### config.mk
export PLATFORM = sky130hd
export DESIGN_NAME = dtws_cell
export DESIGN_NICKNAME = d
export VERILOG_FILES = /design/src/rtl/assert_macros.svh /design/src/rtl/dtws_pkg.sv /design/src/rtl/dtws_cell.sv
export SDC_FILE = /design/constraint.sdc
export NUM_CORES = 1
export LEC_CHECK = 0
export BUFFER_PORTS_ARGS = -buffer_cell sky130_fd_sc_hd__clkbuf_2
export CAP_MARGIN = 20
export CORE_MARGIN = 1.5
export CORE_UTILIZATION = 48
export DETAILED_ROUTE_END_ITERATION = 8
export PLACE_DENSITY_LB_ADDON = 0.05
export SYNTH_ARGS = -nofsm -noshare
export SYNTH_HDL_FRONTEND = slang
export SYNTH_SLANG_ARGS = --single-unit
### constraint.sdc
create_clock -name clk -period 3.1 [get_ports clk]
set_input_delay 0.62 -clock clk [delete_from_list [all_inputs] [get_ports clk]]
set_output_delay 0.62 -clock clk [all_outputs]
set_load 0.01 [all_outputs]
### src/rtl/assert_macros.svh
// ----------------------------------------------------------------------------
// assert_macros.svh
// Shared concurrent assertion macros; compiled out when SYNTH is defined.
// ----------------------------------------------------------------------------
`ifndef ASSERT_MACROS_SVH
`define ASSERT_MACROS_SVH

`ifndef SYNTH
// Property must hold at every clock edge outside reset.
`define ASSERT_PROP(lbl, clk, rst, prop) \
  lbl: assert property (@(posedge clk) disable iff (rst) (prop)) \
    else $error("assertion failed");
// Expression must never be true outside reset.
`define ASSERT_NEVER(lbl, clk, rst, expr) \
  lbl: assert property (@(posedge clk) disable iff (rst) !(expr)) \
    else $error("forbidden condition seen");
`else
`define ASSERT_PROP(lbl, clk, rst, prop)
`define ASSERT_NEVER(lbl, clk, rst, expr)
`endif

`endif

### src/rtl/dtws_pkg.sv
// ----------------------------------------------------------------------------
// dtws_pkg
// Widths, command codes, serial words and the lane type of the divider chain.
// ----------------------------------------------------------------------------
package dtws_pkg;

  localparam int WORD_W   = 16;
  localparam int FREQ_W   = 32;
  localparam int FCLAMP_W = 24;                  // 10 MHz fits in 24 bits
  localparam int MCLK_W   = 25;
  localparam int TUNE_W   = 28;
  localparam int NUM_W    = FCLAMP_W + TUNE_W;   // dividend = clamped freq << 28
  localparam int NCELL    = NUM_W;               // one restoring step per cell
  localparam int HALF_W   = 14;

  localparam logic        CMD_INIT = 1'b0;
  localparam logic        CMD_SET  = 1'b1;

  localparam logic [1:0]  WAVE_SINE   = 2'd0;
  localparam logic [1:0]  WAVE_RAMP   = 2'd1;
  localparam logic [1:0]  WAVE_SQUARE = 2'd2;

  localparam logic [WORD_W-1:0] WORD_B28     = 16'h2000;
  localparam logic [WORD_W-1:0] WORD_RESET   = 16'h0100;
  localparam logic [WORD_W-1:0] WORD_OPBITEN = 16'h0020;
  localparam logic [WORD_W-1:0] WORD_DIV2    = 16'h0008;
  localparam logic [WORD_W-1:0] WORD_MODE    = 16'h0002;
  localparam logic [WORD_W-1:0] WORD_FREQ0   = 16'h4000;

  localparam logic [FREQ_W-1:0] FREQ_MAX   = 32'd10000000;
  localparam logic [MCLK_W-1:0] MCLK_RESET = 25'd25000000;
  localparam logic [MCLK_W-1:0] MCLK_ONE   = 25'd1;

  // Words still to send after the first word of a set run.
  localparam logic [1:0]  SET_TAIL = 2'd3;

  typedef struct packed {
    logic              vld;
    logic              cmd;
    logic [1:0]        wave;
    logic [MCLK_W-1:0] rem;
    logic [NUM_W-1:0]  num;   // dividend bits shift out the top, quotient in
  } dtws_lane_t;

  function automatic logic [WORD_W-1:0] ctrl_word(input logic [1:0] wave);
    logic [WORD_W-1:0] w;
    case (wave)
      WAVE_RAMP:   w = WORD_B28 | WORD_MODE;
      WAVE_SQUARE: w = WORD_B28 | WORD_OPBITEN | WORD_DIV2;
      default:     w = WORD_B28;
    endcase
    return w;
  endfunction

endpackage

### src/rtl/dtws_cell.sv
// ----------------------------------------------------------------------------
// dtws_cell
// One restoring division step: shift in a dividend bit, subtract if it fits.
// ----------------------------------------------------------------------------
module dtws_cell (
  input  logic                             clk,
  input  logic                             rst,
  input  logic [dtws_pkg::MCLK_W-1:0]      div,
  input  dtws_pkg::dtws_lane_t             lane_in,
  output dtws_pkg::dtws_lane_t             lane_out
);
  import dtws_pkg::*;

  logic [MCLK_W:0]   rem_sh;
  logic [MCLK_W:0]   rem_sub;
  logic              fits;
  logic [MCLK_W-1:0] rem_next;
  dtws_lane_t        lane_next;

  assign rem_sh   = {lane_in.rem, lane_in.num[NUM_W-1]};
  assign fits     = rem_sh >= {1'b0, div};
  assign rem_sub  = rem_sh - {1'b0, div};
  assign rem_next = fits ? rem_sub[MCLK_W-1:0] : rem_sh[MCLK_W-1:0];

  always_comb begin
    lane_next      = lane_in;
    lane_next.rem  = rem_next;
    lane_next.num  = {lane_in.num[NUM_W-2:0], fits};
  end

  always_ff @(posedge clk) begin
    if (rst) begin
      lane_out.vld <= 1'b0;
    end else begin
      lane_out <= lane_next;
    end
  end

endmodule

# Word-level counts from Yosys, hierarchy flattened

Index checks and enable logic that the tools add are counted.

$add $sub $neg: 1
Muxes and demuxes: 1
Order comparisons: 1

Operators with widths:

| operator                                     | number |
|---|---|
| greater-or-equal comparator 26 x 25 -> 1 bit | 1 |
| 2-to-1 mux 25 bit                            | 1 |
| subtractor 25 bit                            | 1 |

Word-level logic and storage cells: 8
Input port bits: 108
Register bits: 81
Output and inout port bits: 81

# Longest topological paths before layout

Depth after elaboration: 2
Depth in mapped cells: 12
Mapped depth without buffers: 11

# Worst setup path before layout

Ideal clock, no wire load.

Kind: input -> register
Start: input port div[11] in the netlist's numbering
End: register lane_out[53] in the netlist's numbering, data pin
Required time: 2.840 ns
Cell stages on the path: 8
Arrival time: 2.463 ns
Library setup time: 0.260 ns
Path slack: 0.378 ns
Path buffers: 0
Path through: inv_1 > ha_1 > a21oi_1 > o21ai_1 > a2111oi_2 > a211oi_2 > o21ai_4 > mux2_2

Longest elaborated chain between the ends: 2

Ends and longest elaborated chain:

| item                                         | RTL line        | source |
|---|---|---|
| from (decl)                                  | dtws_cell.sv:8  | `input logic [dtws_pkg::MCLK_W-1:0] div,` |
| greater-or-equal comparator 26 x 25 -> 1 bit | dtws_cell.sv:21 | `assign fits = rem_sh >= {1'b0, div};` |
| 2-to-1 mux 25 bit                            | dtws_cell.sv:23 | `assign rem_next = fits ? rem_sub[MCLK_W-1:0] : rem_sh[MCLK_W-1:0];` |
| via rem_next[1]                              | dtws_cell.sv:17 | `logic [MCLK_W-1:0] rem_next;` |
| to (signal assigned)                         | dtws_cell.sv:35 | `lane_out <= lane_next;` |
| to (decl)                                    | dtws_cell.sv:10 | `output dtws_pkg::dtws_lane_t lane_out` |

The timed path passes the listed nets, and every way through them passes these cells.
A chain may end at the register's enable or synchronous reset.

# Worst setup path in the final report

Start: input port lane_in[51] in the netlist's numbering
End: register lane_out[61] in the netlist's numbering, data pin

Longest elaborated chain between the ends: 2
Elaborated cells between the ends (all ways): 3
Those cells by class: add/sub (1); order compare (1); mux (1)

Ends and longest elaborated chain:

| item                                         | RTL line        | source |
|---|---|---|
| from (decl)                                  | dtws_cell.sv:9  | `input dtws_pkg::dtws_lane_t lane_in,` |
| greater-or-equal comparator 26 x 25 -> 1 bit | dtws_cell.sv:21 |  |
| via fits                                     | dtws_cell.sv:16 | `logic fits;` |
| 2-to-1 mux 25 bit                            | dtws_cell.sv:23 |  |
| via rem_next[9]                              | dtws_cell.sv:17 |  |

The timed path passes the listed nets, and every way through them passes these cells.

==> flow_metrics.tcl <==
set metrics [dict create \
    setup_viol 0 \
    power_density_mw_per_mm2 498 \
    overflow 0 \
    fin_nets 719 \
    leakagePower_nw 2.65 \
    grt_util_all_layers_pct 22.7 \
    path_clk_slew_ns 0.10 \
    worstMarginPinSlew_ns 0.671 \
    dieArea_sq_mm 0.00949 \
    first_pass_iters 4 \
    ys_seq_area_share_pct 56.6 \
    status "complete, no violations" \
    drcViolationCount 0 \
    slew_violations 0 \
    die_h_um 97.4 \
    vdd_drop_max_mv 0.274 \
    drive_above_1_share_pct 41.5 \
    numCtsBuffers 9 \
    layout_common_cells "188 x clkbuf_2, 80 x edfxtp_1, 41 x nand2_1" \
    dp_hpwl_mm 8.39 \
    cp-end-kind "flip-flop" \
    fin_area_sq_mm 0.00568 \
    final_common_cell "clkbuf_2" \
    cp.required_ns 3.21 \
    ys_ff_latch 81 \
    antenna_found_initial 0 \
    largest_reg_flops 81 \
    std_cell_rows 34 \
    path_max_fanout 8 \
    async_flop_share_pct 0 \
    ys.warnings.count 0 \
    io_pins 189 \
    io_buffers 188 \
    relSlewSlack_pct 55.2 \
    cts.sinks 81 \
    htree_num_levels 3 \
    cts_resized 0 \
    synthFlopType "edfxtp_1" \
    layout-area-overhead-vs-synth_pct 32.8 \
    grt_pass1_vias 3639 \
    cts_tree "yes" \
    grt_max_degree 38 \
    timing.final.crit_share_pct 87.4 \
    largest_register "lane_out" \
    syn_area_per_cell_sq_um 11.5 \
    fmaxAchievable_ghz 0.369 \
    cts.hold.buffers_added 0 \
    cp_data_arrival_time_ns 2.82 \
    fill_cells 748 \
    finalSetupTns_ns 0 \
    reg.largest.list "lane_out x81" \
    drtIter0Drc 199 \
    synth_edf_count 80 \
    start_util_pct 49.3 \
    post_cts_buffers 0 \
    routed_via_density 5.09 \
    syn_inst 373 \
    cts.path.max_buffers 2 \
    die_w_um 97.4 \
    cts_root_buf "clkbuf_8" \
    syn-num-nets 507 \
    rsz0062_at_grt "no" \
    drv_cap 0 \
    worst_hold_path_type "in2reg" \
    postRouteAntennaNets 0 \
    place_congestion 0.929 \
    vias 3550 \
    finalHoldViolCount 0 \
    grt_pass1_wl_mm 17.3 \
    coreArea_sq_mm 0.00868 \
    antenna_cells_inserted 0 \
    ys_types 55 \
    start_kind "input port" \
    finalCriticalPeriod_ns 2.71 \
    wl_per_cell_um 15.0 \
    timing_worst_setup_path_type "in2reg" \
    synth_area_sq_mm 0.00428 \
    drt_wl_total_mm 10.5 \
    dpl_cell_area_sq_mm 0.00550 \
]
## cell families (layout without fill, tap and decap cells)
logic type	count (synthesis)	in the layout	share of synthesized area, %
buffers and inverters	53	270	5.26
DFF	81	81	56.6
and+or+nand+nor	92	92	10.6
adders and majority gates	26	26	7.78
muxes	4	4	1.14
AOI/OAI and AO/OA	100	100	15.1
xor gates and xnor gates	17	17	3.48
## stage by stage
step	total power, mW	util (%)	hold WS [ns]	instances	setup slack (ns)
after floorplan	1.81	-	0.692	373	0.378
after global routing	2.99	65.5	0.405	698	0.165
after CTS	2.87	65.5	0.412	698	0.395
final	2.83	65.5	0.427	698	0.390
after global placement	2.11	63.3	0.797	682	0.103
after detailed placement	2.12	63.3	0.799	682	0.0138
## power breakdown
part           switching [mW]  internal (mW)  leakage (nW)
Combinational           0.404          0.319          1.77
Clock                   0.430          0.308        0.0969
Sequential             0.0281           1.34         0.791
## cell usage after synthesis, types with 5 or more instances
| cell type | number | area, sq um |
|---|---|---|
| ha_1 | 25 | 313 |
| o21ai_0 | 31 | 155 |
| nor2_1 | 18 | 67.6 |
| xnor2_1 | 9 | 78.8 |
| nand3_1 | 5 | 25.0 |
| a31oi_1 | 5 | 31.3 |
| edfxtp_1 | 80 | 2400 |
| a21oi_1 | 29 | 145 |
| nor3_1 | 7 | 35.0 |
| inv_1 | 40 | 150 |
| nand2_1 | 41 | 154 |
| buf_2 | 8 | 40.0 |
| xor2_1 | 8 | 70.1 |
## final timing paths
check | start | cells past startpoint | slack, ns | endpoint
max | lane_in[51] | 13 | 0.39 | lane_out[61]
min | lane_in[5] | 1 | 0.43 | lane_out[6]
## final cells by class
class	count	area (sq um)	area share, %
tap	108	135	2.38
clock buffer	9	124	2.18
multi-input combinational	239	1630	28.7
sequential	81	2420	42.6
timing repair buffer	213	1150	20.3
inverter	41	155	2.73
clock inverter	7	60.1	1.06
## routing by layer
layer | vias to the layer above | wire, um | GRT usage, %
met1 | 1613 | 4530 | 29.2
met5 | - | 0 | 0
met4 | 0 | 192 | 8.79
li1 | 1780 | - | -
met2 | 143 | 5160 | 38.0
met3 | 14 | 602 | 4.53
## worst max-delay path, stage by stage
cell	delay, ns
clkbuf_2	0.09
inv_1	0.05
ha_1	0.15
inv_1	0.05
fa_1	0.41
a21oi_1	0.20
o211ai_1	0.14
o211ai_1	0.20
a211oi_2	0.16
o21ai_4	0.21
buf_4	0.19
inv_2	0.05
mux2_4	0.29
(Power assumes the default switching activity.)
