## src/rtl/assert_macros.svh

```systemverilog
// ----------------------------------------------------------------------------
// assert_macros.svh
// Shared concurrent assertion macros; compiled out when SYNTH is defined.
// ----------------------------------------------------------------------------
`ifndef ASSERT_MACROS_SVH
`define ASSERT_MACROS_SVH

`ifndef SYNTH
// Property must hold at every clock edge outside reset.
`define ASSERT_PROP(lbl, clk, rst, prop) \
  lbl: assert property (@(posedge clk) disable iff (rst) (prop)) \
    else $error("assertion failed");
// Expression must never be true outside reset.
`define ASSERT_NEVER(lbl, clk, rst, expr) \
  lbl: assert property (@(posedge clk) disable iff (rst) !(expr)) \
    else $error("forbidden condition seen");
`else
`define ASSERT_PROP(lbl, clk, rst, prop)
`define ASSERT_NEVER(lbl, clk, rst, expr)
`endif

`endif

```

## src/rtl/dtws_pkg.sv

```systemverilog
// ----------------------------------------------------------------------------
// dtws_pkg
// Widths, command codes, serial words and the lane type of the divider chain.
// ----------------------------------------------------------------------------
package dtws_pkg;

  localparam int WORD_W   = 16;
  localparam int FREQ_W   = 32;
  localparam int FCLAMP_W = 24;                  // 10 MHz fits in 24 bits
  localparam int MCLK_W   = 25;
  localparam int TUNE_W   = 28;
  localparam int NUM_W    = FCLAMP_W + TUNE_W;   // dividend = clamped freq << 28
  localparam int NCELL    = NUM_W;               // one restoring step per cell
  localparam int HALF_W   = 14;

  localparam logic        CMD_INIT = 1'b0;
  localparam logic        CMD_SET  = 1'b1;

  localparam logic [1:0]  WAVE_SINE   = 2'd0;
  localparam logic [1:0]  WAVE_RAMP   = 2'd1;
  localparam logic [1:0]  WAVE_SQUARE = 2'd2;

  localparam logic [WORD_W-1:0] WORD_B28     = 16'h2000;
  localparam logic [WORD_W-1:0] WORD_RESET   = 16'h0100;
  localparam logic [WORD_W-1:0] WORD_OPBITEN = 16'h0020;
  localparam logic [WORD_W-1:0] WORD_DIV2    = 16'h0008;
  localparam logic [WORD_W-1:0] WORD_MODE    = 16'h0002;
  localparam logic [WORD_W-1:0] WORD_FREQ0   = 16'h4000;

  localparam logic [FREQ_W-1:0] FREQ_MAX   = 32'd10000000;
  localparam logic [MCLK_W-1:0] MCLK_RESET = 25'd25000000;
  localparam logic [MCLK_W-1:0] MCLK_ONE   = 25'd1;

  // Words still to send after the first word of a set run.
  localparam logic [1:0]  SET_TAIL = 2'd3;

  typedef struct packed {
    logic              vld;
    logic              cmd;
    logic [1:0]        wave;
    logic [MCLK_W-1:0] rem;
    logic [NUM_W-1:0]  num;   // dividend bits shift out the top, quotient in
  } dtws_lane_t;

  function automatic logic [WORD_W-1:0] ctrl_word(input logic [1:0] wave);
    logic [WORD_W-1:0] w;
    case (wave)
      WAVE_RAMP:   w = WORD_B28 | WORD_MODE;
      WAVE_SQUARE: w = WORD_B28 | WORD_OPBITEN | WORD_DIV2;
      default:     w = WORD_B28;
    endcase
    return w;
  endfunction

endpackage

```

## src/rtl/dtws_emitter.sv

```systemverilog
// ----------------------------------------------------------------------------
// dtws_emitter
// Turns a finished tuning word into its run of serial words, one per cycle.
// ----------------------------------------------------------------------------
`include "assert_macros.svh"

module dtws_emitter (
  input  logic                          clk,
  input  logic                          rst,
  input  dtws_pkg::dtws_lane_t          lane_in,
  output logic                          word_strobe,
  output logic [dtws_pkg::WORD_W-1:0]   spi_word,
  output logic                          last,
  output logic                          reset_pin
);
  import dtws_pkg::*;

  logic [1:0]        remain;
  logic [WORD_W-1:0] q_w1;
  logic [WORD_W-1:0] q_w2;
  logic [WORD_W-1:0] q_w3;
  logic [TUNE_W-1:0] tuning;

  assign tuning = lane_in.num[TUNE_W-1:0];

  // Control: strobe and words left in the current run.
  always_ff @(posedge clk) begin
    if (rst) begin
      word_strobe <= 1'b0;
      remain      <= 2'd0;
    end else if (lane_in.vld) begin
      word_strobe <= 1'b1;
      remain      <= (lane_in.cmd == CMD_SET) ? SET_TAIL : 2'd0;
    end else if (remain != 2'd0) begin
      word_strobe <= 1'b1;
      remain      <= remain - 2'd1;
    end else begin
      word_strobe <= 1'b0;
    end
  end

  // Payload: first word goes out at once, hold the rest.
  always_ff @(posedge clk) begin
    if (lane_in.vld) begin
      spi_word  <= WORD_B28 | WORD_RESET;
      last      <= (lane_in.cmd == CMD_INIT);
      reset_pin <= (lane_in.cmd == CMD_INIT);
      q_w1      <= WORD_FREQ0 | {{(WORD_W-HALF_W){1'b0}}, tuning[HALF_W-1:0]};
      q_w2      <= WORD_FREQ0 | {{(WORD_W-HALF_W){1'b0}}, tuning[TUNE_W-1:HALF_W]};
      q_w3      <= ctrl_word(lane_in.wave);
    end else if (remain != 2'd0) begin
      reset_pin <= 1'b0;
      case (remain)
        2'd3: begin
          spi_word <= q_w1;
          last     <= 1'b0;
        end
        2'd2: begin
          spi_word <= q_w2;
          last     <= 1'b0;
        end
        default: begin
          spi_word <= q_w3;
          last     <= 1'b1;
        end
      endcase
    end
  end

  `ASSERT_NEVER(a_run_overlap, clk, rst, lane_in.vld && remain != 2'd0)
  `ASSERT_PROP(a_run_continues, clk, rst, (remain != 2'd0) |=> word_strobe)
  `ASSERT_PROP(a_run_ends_last, clk, rst, (word_strobe && remain == 2'd0) |-> last)

endmodule

```

## config.mk

```make
export PLATFORM = sky130hd
export DESIGN_NAME = dtws_emitter
export DESIGN_NICKNAME = d
export VERILOG_FILES = /design/src/rtl/dtws_pkg.sv /design/src/rtl/dtws_emitter.sv
export VERILOG_INCLUDE_DIRS = /design/src /design/src/rtl
export SDC_FILE = /design/constraint.sdc
export NUM_CORES = 1
export LEC_CHECK = 0
export BUFFER_PORTS_ARGS = -buffer_cell sky130_fd_sc_hd__buf_4
export CAP_MARGIN = 20
export CORE_MARGIN = 2
export CORE_UTILIZATION = 44
export DETAILED_ROUTE_END_ITERATION = 16
export GPL_TIMING_DRIVEN = 0
export MAX_ROUTING_LAYER = met4
export PLACE_DENSITY = 0.79
export SYNTH_ARGS = -nofsm -noshare
export SYNTH_HDL_FRONTEND = slang
export SYNTH_SLANG_ARGS = --single-unit
export TNS_END_PERCENT = 50
```

## constraint.sdc

```tcl
create_clock -name clk -period 1.7 [get_ports clk]
set_input_delay 0.34 -clock clk [delete_from_list [all_inputs] [get_ports clk]]
set_output_delay 0.34 -clock clk [all_outputs]
set_load 0.05 [all_outputs]
```

Word-level counts from Yosys, hierarchy flattened
Index checks and enable logic that the tools add are counted.

word-level totals
  ROM bits = 0
  latch bits = 0
  input bits = 83
  bits in writable memories = 0
  memories kept = 0
  flip-flop bits (word level) = 65

operators by class
  shifts and indexed selects = 0
  multiplexer cells = 12
  equality and inequality tests = 4
  $lt $le $gt $ge = 0
  bitwise logic cells = 1
  reductions and logical operators = 3
  multipliers = 0
  $add $sub $neg = 1
  div/mod/pow operators = 0

operators by type and width
  cell                   count
  $pmux W16 S2           1
  $pmux W6 S2            1
  $mux W1                7
  $eq A2 B2 Y1 const B   3
  $mux W2                3
  $reduce_bool A2 Y1     2
  $eq A2 B1 Y1 const B   1
  $reduce_or A2 Y1       1
  $sub A2 B1 Y2 const B  1
  $not A1 Y1             1

Depth between registers and ports, before layout
Gate-level depths: netlist (run 1).

  depth after elaboration = 5
  gate-level depth with buffers = 6

Worst setup path after synthesis (run 1)
No wires, ideal clock.

  kind = register -> register
  from = register remain[0]
  to = register spi_word[10] in the netlist's numbering
  period minus slack after synthesis = 1.262 ns
  buffers on the path = 2
  arrival = 1.142 ns
  slack = 0.438 ns
  library setup time = 0.121 ns
  cell stages (with the launch flop) = 7
  cell sequence = dfxtp_1 -> inv_1 -> ha_1 -> buf_6 -> buf_6 -> a221oi_2 -> nor3_1

between the ends
  cells in the longest elaborated chain, start to end = 2

ends and longest elaborated chain
  item                    line                RTL
  from (decl)             dtws_emitter.sv:18  logic [1:0] remain;
  from (signal assigned)  dtws_emitter.sv:33  remain <= (lane_in.cmd == CMD_SET) ? SET_TAIL : 2'd0;
  from (signal assigned)  dtws_emitter.sv:36  remain <= remain - 2'd1;
  $eq A2 B2 Y1            dtws_emitter.sv:53  case (remain)
  $pmux W16 S2            dtws_emitter.sv:53
  to (signal assigned)    dtws_emitter.sv:55  spi_word <= q_w1;
  to (signal assigned)    dtws_emitter.sv:59  spi_word <= q_w2;
  to (signal assigned)    dtws_emitter.sv:63  spi_word <= q_w3;
  to (decl)               dtws_emitter.sv:12  output logic [dtws_pkg::WORD_W-1:0] spi_word,

Several ways; a longest one is shown, not always the timed one.
A chain may end at the register's enable or synchronous reset.

Worst setup path after layout (run 1)
  from = register remain[0]
  to = register spi_word[4] in the netlist's numbering

The elaborated chain is that of the path after synthesis.

==> impl_metrics.yaml, run 1 <==
floorplan:
  dieWidth_um: 69.6
  start_util_pct: 46.4
  dieHeight_um: 69.6
  core_sq_um: 4090
  ios: 102
  rows: 23
  die_area_sq_um: 4850
sta:
  finalCritPeriodShare_pct: 83.8
  finalSetupTns_ps: 0
  timing.final.hold_violations: 0
  slew_violations: 0
  rsz0062_at_grt: "false"
  fin_skew_ps: 4.90
  fmax_ghz: 0.702
  setup_violations: 0
  min_period_ps: 1420
global_routing:
  grt_util_met3_pct: 6.10
  gr-usage-all-layers_pct: 15.9
  grt_pass1_wl_mm: 5.84
  grt_max_degree: 36
  grt_pass1_vias: 1245
  antenna_found_initial: 0
  grt-ovfl-total: 0
  grt_busiest_layer: "met2"
  grtUsageMet1_pct: 19.6
  globalRouteMet2Util_pct: 24.4
clock_tree:
  cts-resized-gates: 0
  cts_max_path_buffers: 2
  cts_root_buf: "clkbuf_8"
  cts_tree: "done"
  numCtsBuffers: 5
  cts_sinks: 50
  h-tree-depth: 2
  clk_pin_slew_ps: 80
  worstSkewPairLatency_ps: 300
  cts_setup_buffers: 0
  cts_hold_buf: 0
detailed_routing:
  drt_wl_total_mm: 3.50
  drt-pass1-iter-count: 5
  wire_per_inst_um: 14.7
  avgViaCountPerCell: 5.13
  via_count: 1220
  initialDrtViolationCount: 80
  ant_nets: 0
  drc_errors: 0
setup_path:
  reg2reg_depth: 6
  r2r_start: "remain[0]"
  critical_path.max_stage_delay_ps: 390
  criticalPathCategory: "reg2reg"
  arrival_ps: 1610
  required_ps: 1890
  crit_slowest_cell: "dfxtp_1"
  crit_fanout: 10
  cpMostUsedCell: "buf_6"
  r2r_setup_slack_ps: 280
  startpoint_type: "flip-flop"
  crit_chain: "inv_1, ha_1, buf_6, buf_6, a221oi_2, nor3_1"
  end_kind: "flip-flop"
  rr_endpoint: "spi_word[4]"
yosys:
  synth_warnings: 0
  synth_area_leaders: "edfxtp_1 51%, dfxtp_1 19%, a221oi_2 8.7%"
  synth_top_area_share_pct: 50.7
  synth-async-reset-ratio_pct: 0
  yosysTopAreaCell: "edfxtp_1"
  syn_inst: 129
  synthTopCellsByCount: "32 x edfxtp_1, 18 x dfxtp_1, 11 x a221oi_2, 11 x nor2_1, 10 x nor3_1"
  synth_cell_types: 26
  yosysMostFrequentCell: "edfxtp_1"
  syn_area_per_cell_sq_um: 14.7
  synthFlopType: "edfxtp_1"
  syn_nets: 215
  syn_area_sq_um: 1900
  ys_seq_elements: 50
  synth-edff-count: 32
  yosysSeqAreaShare_pct: 69.7
worst_hold_path:
  min-delay-start: "rst"
  hold_path_depth: 2
  min_to: "remain[1]"
  min-delay-path-class: "in2reg"
pwr:
  ir_worst_vdd_mv: 0.752
  p_per_area_nw_per_um2: 1160
  p_leak_nw: 1.00
  seqPwrFrac_pct: 51.5
  switching_share_pct: 27.2
  netSwitchingPower_w: 0.000774
  p_int_w: 0.00207
  combinationalPowerShare_pct: 20.4
  clkPwrFrac_pct: 28.1
cells_and_area:
  final_core_util_pct: 59.9
  n_antenna_cell: 0
  final_nets: 273
  final_cell_area_sq_um: 2450
  nFillCells: 325
  drive_gt1_share_pct: 42.6
  stdcell_count: 238
  syn2layout_area_growth_pct: 29.1
placement:
  dpl.hpwl_mm: 2.47
  place_area_sq_um: 2340
  gp_congestion: 0.798
  dp_cells: 230
  io_buffers: 51
flow_run:
  maxCapViolations: 0
status:
  status: "finished, final reports clean"
==> cells in the final DEF (no fill, tap or decap) <==
| cell | count |
|---|---|
| buf_4 | 54 |
| edfxtp_1 | 32 |
| dfxtp_1 | 18 |
| nor2_1 | 11 |
| a221oi_2 | 11 |
| nor3_1 | 10 |
| nand2_1 | 7 |
| buf_6 | 5 |
| clkbuf_8 | 5 |
| inv_1 | 4 |
| a21oi_1 | 4 |
| ha_1 | 3 |
| inv_2 | 2 |
| nor2b_1 | 2 |
| a22oi_1 | 2 |
| o211ai_1 | 2 |
| o21ai_0 | 2 |
| a221oi_1 | 2 |
| clkbuf_1 | 2 |
| nor2_4 | 1 |
| a21o_1 | 1 |
| xnor2_1 | 1 |
| a22o_1 | 1 |
| o21ai_1 | 1 |
| buf_2 | 1 |
| a31oi_1 | 1 |
| nand2b_1 | 1 |
| conb_1 | 1 |
| bufinv_16 | 1 |
==> logic make-up (layout without fill, tap and decap cells) <==
kind of cell    after synthesis  count (layout)  synth area share [%]
fa+ha+maj                     3               3                  1.98
buf+inv                      15              74                  5.61
compound gates               27              27                  14.3
other cells                   1               1                 0.198
simple gates                 32              32                  7.79
xor+xnor                      1               1                 0.462
flops                        50              50                  69.7
==> worst max-delay path by stage <==
stage	start	endpoint	slack, ps	cells after the start
final	remain[0]	spi_word[4]	280	6
after global routing	remain[0]	spi_word[4]	220	6
after CTS	remain[0]	spi_word[4]	270	6
after detailed placement	remain[0]	spi_word[4]	290	6
after global placement	remain[0]	spi_word[7]	370	6
after floorplan	remain[0]	spi_word[10]	440	6
==> layer usage <==
metal | vias up | routed length (um) | part of all wire (%)
li1 | 590 | - | -
met1 | 584 | 1570 | 45
met2 | 42 | 1670 | 48
met3 | 4 | 227 | 6.5
met4 | 0 | 40 | 1.1
met5 | - | 0 | 0
==> stage by stage <==
stage,setup slack (ps),hold slack [ps],power (W)
finish,276,212,0.00285
global route,218,192,0.00298
CTS,272,206,0.00287
detailed placement,292,461,0.00208
global placement,371,442,0.00206
floorplan,438,406,0.00187
==> final cells by class <==
cell class / instances / area (sq um) / share of cell area (%)
Buffer: 9 / 83.8 / 3.43
Clock buffer: 7 / 76.3 / 3.12
Clock inverter: 1 / 30.0 / 1.23
Inverter: 6 / 22.5 / 0.920
Multi-Input combinational cell: 64 / 468 / 19.1
Sequential cell: 50 / 1320 / 54.0
Tap cell: 50 / 62.6 / 2.56
Timing Repair Buffer: 51 / 383 / 15.6
==> power groups by stage <==
stage	Clock, W	Combinational [W]	Sequential [W]
CTS	0.000818	0.000587	0.00147
global placement	0	0.000573	0.00149
finish	0.000801	0.000580	0.00147
detailed placement	0	0.000585	0.00149
floorplan	0	0.000216	0.00165
global route	0.000873	0.000626	0.00148
==> registers in the layout, summed over array words and instances (netlist names) <==
signal,flops
last,1
q_w2,14
remain,2
q_w1,14
spi_word,15
q_w3,2
word_strobe,1
reset_pin,1
==> worst max-delay path, delay by kind of cell (launching register included) <==
family          cells  cell delay, ps
compound gates      1             260
simple gates        1              80
fa+ha+maj           1             210
flops               1             390
buf+inv             3             370
Power figures use the tool's default switching activity.
==> run 2: changes to the inputs <==
clock period = 1.34 ns   (was 1.7 ns; I/O delays follow)
==> impl_metrics.yaml, run 2 (same netlist as run 1, synthesis figures left out) <==
cells_and_area:
  final_nets: 278
  top_regs: "spi_word (15), q_w1 (14), q_w2 (14)"
  n_antenna_cell: 0
  syn2layout_area_growth_pct: 33.7
  final_common_cell: "buf_4"
  largest_register: "spi_word"
  layout_common_cells: "57 x buf_4, 32 x edfxtp_1, 16 x dfxtp_1"
  nFillCells: 321
  drive_gt1_share_pct: 47.7
  largest_register_ff_count: 15
clock_tree:
  cts_sinks: 50
  clk_pin_slew_ps: 80
  cts_hold_buf: 0
  h-tree-depth: 2
  worstSkewPairLatency_ps: 300
  cts_tree: "done"
  numCtsBuffers: 5
  cts_max_path_buffers: 2
  cts_root_buf: "clkbuf_8"
detailed_routing:
  drc_errors: 0
  via_count: 1227
  initialDrtViolationCount: 69
  drt_wl_total_mm: 3.61
  ant_nets: 0
  avgViaCountPerCell: 5.05
  wire_per_inst_um: 14.9
  drt-pass1-iter-count: 4
global_routing:
  grt_max_degree: 36
  grt_util_met3_pct: 6.10
  antenna_found_initial: 0
  grtUsageMet1_pct: 20.1
  grt_pass1_vias: 1280
  grt_pass1_wl_mm: 6.03
  gr-usage-all-layers_pct: 16.5
  globalRouteMet2Util_pct: 25.7
  grt-ovfl-total: 0
  grt_busiest_layer: "met2"
pwr:
  p_per_area_nw_per_um2: 1450
  switching_share_pct: 27.3
  combinationalPowerShare_pct: 21.5
  seqPwrFrac_pct: 50.7
  p_leak_nw: 1.03
  p_int_w: 0.00267
  netSwitchingPower_w: 0.00100
  clkPwrFrac_pct: 27.8
  power_w: 0.00367
  ir_worst_vdd_mv: 0.953
placement:
  dp_slack_ps: -67.9
  dpl.hpwl_mm: 2.47
  gp_congestion: 0.798
  io_buffers: 51
sta:
  min_period_ps: 1310
  finalCritPeriodShare_pct: 97.6
  rsz0062_at_grt: "true"
  timing.final.hold_violations: 0
  slew_violations: 0
  fmax_ghz: 0.765
  setup_violations: 0
  fin_skew_ps: 3.23
  layout_setup_ws_ps: 32.0
flow_run:
  maxCapViolations: 0
worst_hold_path:
  min-delay-path-class: "in2reg"
floorplan:
  ios: 102
  start_util_pct: 46.4
  die_area_sq_um: 4850
  dieHeight_um: 69.6
  rows: 23
  core_sq_um: 4090
  dieWidth_um: 69.6
setup_path:
  end_kind: "flip-flop"
  r2r_setup_slack_ps: 30
  startpoint_type: "flip-flop"
  crit_fanout: 10
  required_ps: 1530
  arrival_ps: 1500
  criticalPathCategory: "reg2reg"
status:
  status: "finished, final reports clean"
[run 2: cell type report]
class	count	area, sq um	area share [%]
sequential	50	1320	52.2
inverter	6	22.5	0.888
buffer	8	76.3	3.01
clock inverter	1	30.0	1.18
multi-input combinational	64	488	19.2
timing repair buffer	57	455	18.0
tap	50	62.6	2.47
clock buffer	7	76.3	3.01
[run 2: metrics by stage]
step	cells	setup TNS, ps	area [sq um]	util (%)	hold WS [ps]
2_1_floorplan	129	0	1900	-	334
5_1_grt	243	-7.47	2530	62.0	120
3_5_place_dp	230	-282	2340	57.3	447
6_report	243	0	2530	62.0	131
3_3_place_gp	230	0	2340	57.3	442
4_1_cts	242	-18.0	2520	61.6	132
[run 2: worst max-delay path, cell delays in order, from the launching register on]
cell	delay, ps
dfxtp_2	350
ha_1	220
buf_6	150
buf_6	150
a221oi_2	260
nor3_1	70
[run 2: final timing paths]
| check | startpoint | to | cells after the start |
|---|---|---|---|
| max | remain[0] | spi_word[9] | 5 |
| min | rst | remain[1] | 2 |
| max reg2reg | remain[0] | spi_word[9] | 5 |
| min reg2reg | spi_word[14] | spi_word[14] | 2 |
[run 2: routing by layer]
| layer | routed length (um) | part of all wire [%] |
|---|---|---|
| met1 | 1580 | 44 |
| met2 | 1750 | 49 |
| met3 | 222 | 6.1 |
| met4 | 57 | 1.6 |
| met5 | 0 | 0 |
[run 2: repair_timing]
item	in CTS	in global routing
buffers inserted	3	2
pin swaps	4	7
setup endpoints to repair	10	19
gates resized for setup	7	5
cloned	1	0
[run 2: power by group through the flow]
stage / logic, W / registers [W] / clock network [W]
global placement: 0.000727 / 0.00189 / 0
global route: 0.000849 / 0.00188 / 0.00111
detailed placement: 0.000743 / 0.00189 / 0
finish: 0.000791 / 0.00186 / 0.00102
floorplan: 0.000274 / 0.00210 / 0
CTS: 0.000782 / 0.00186 / 0.00104
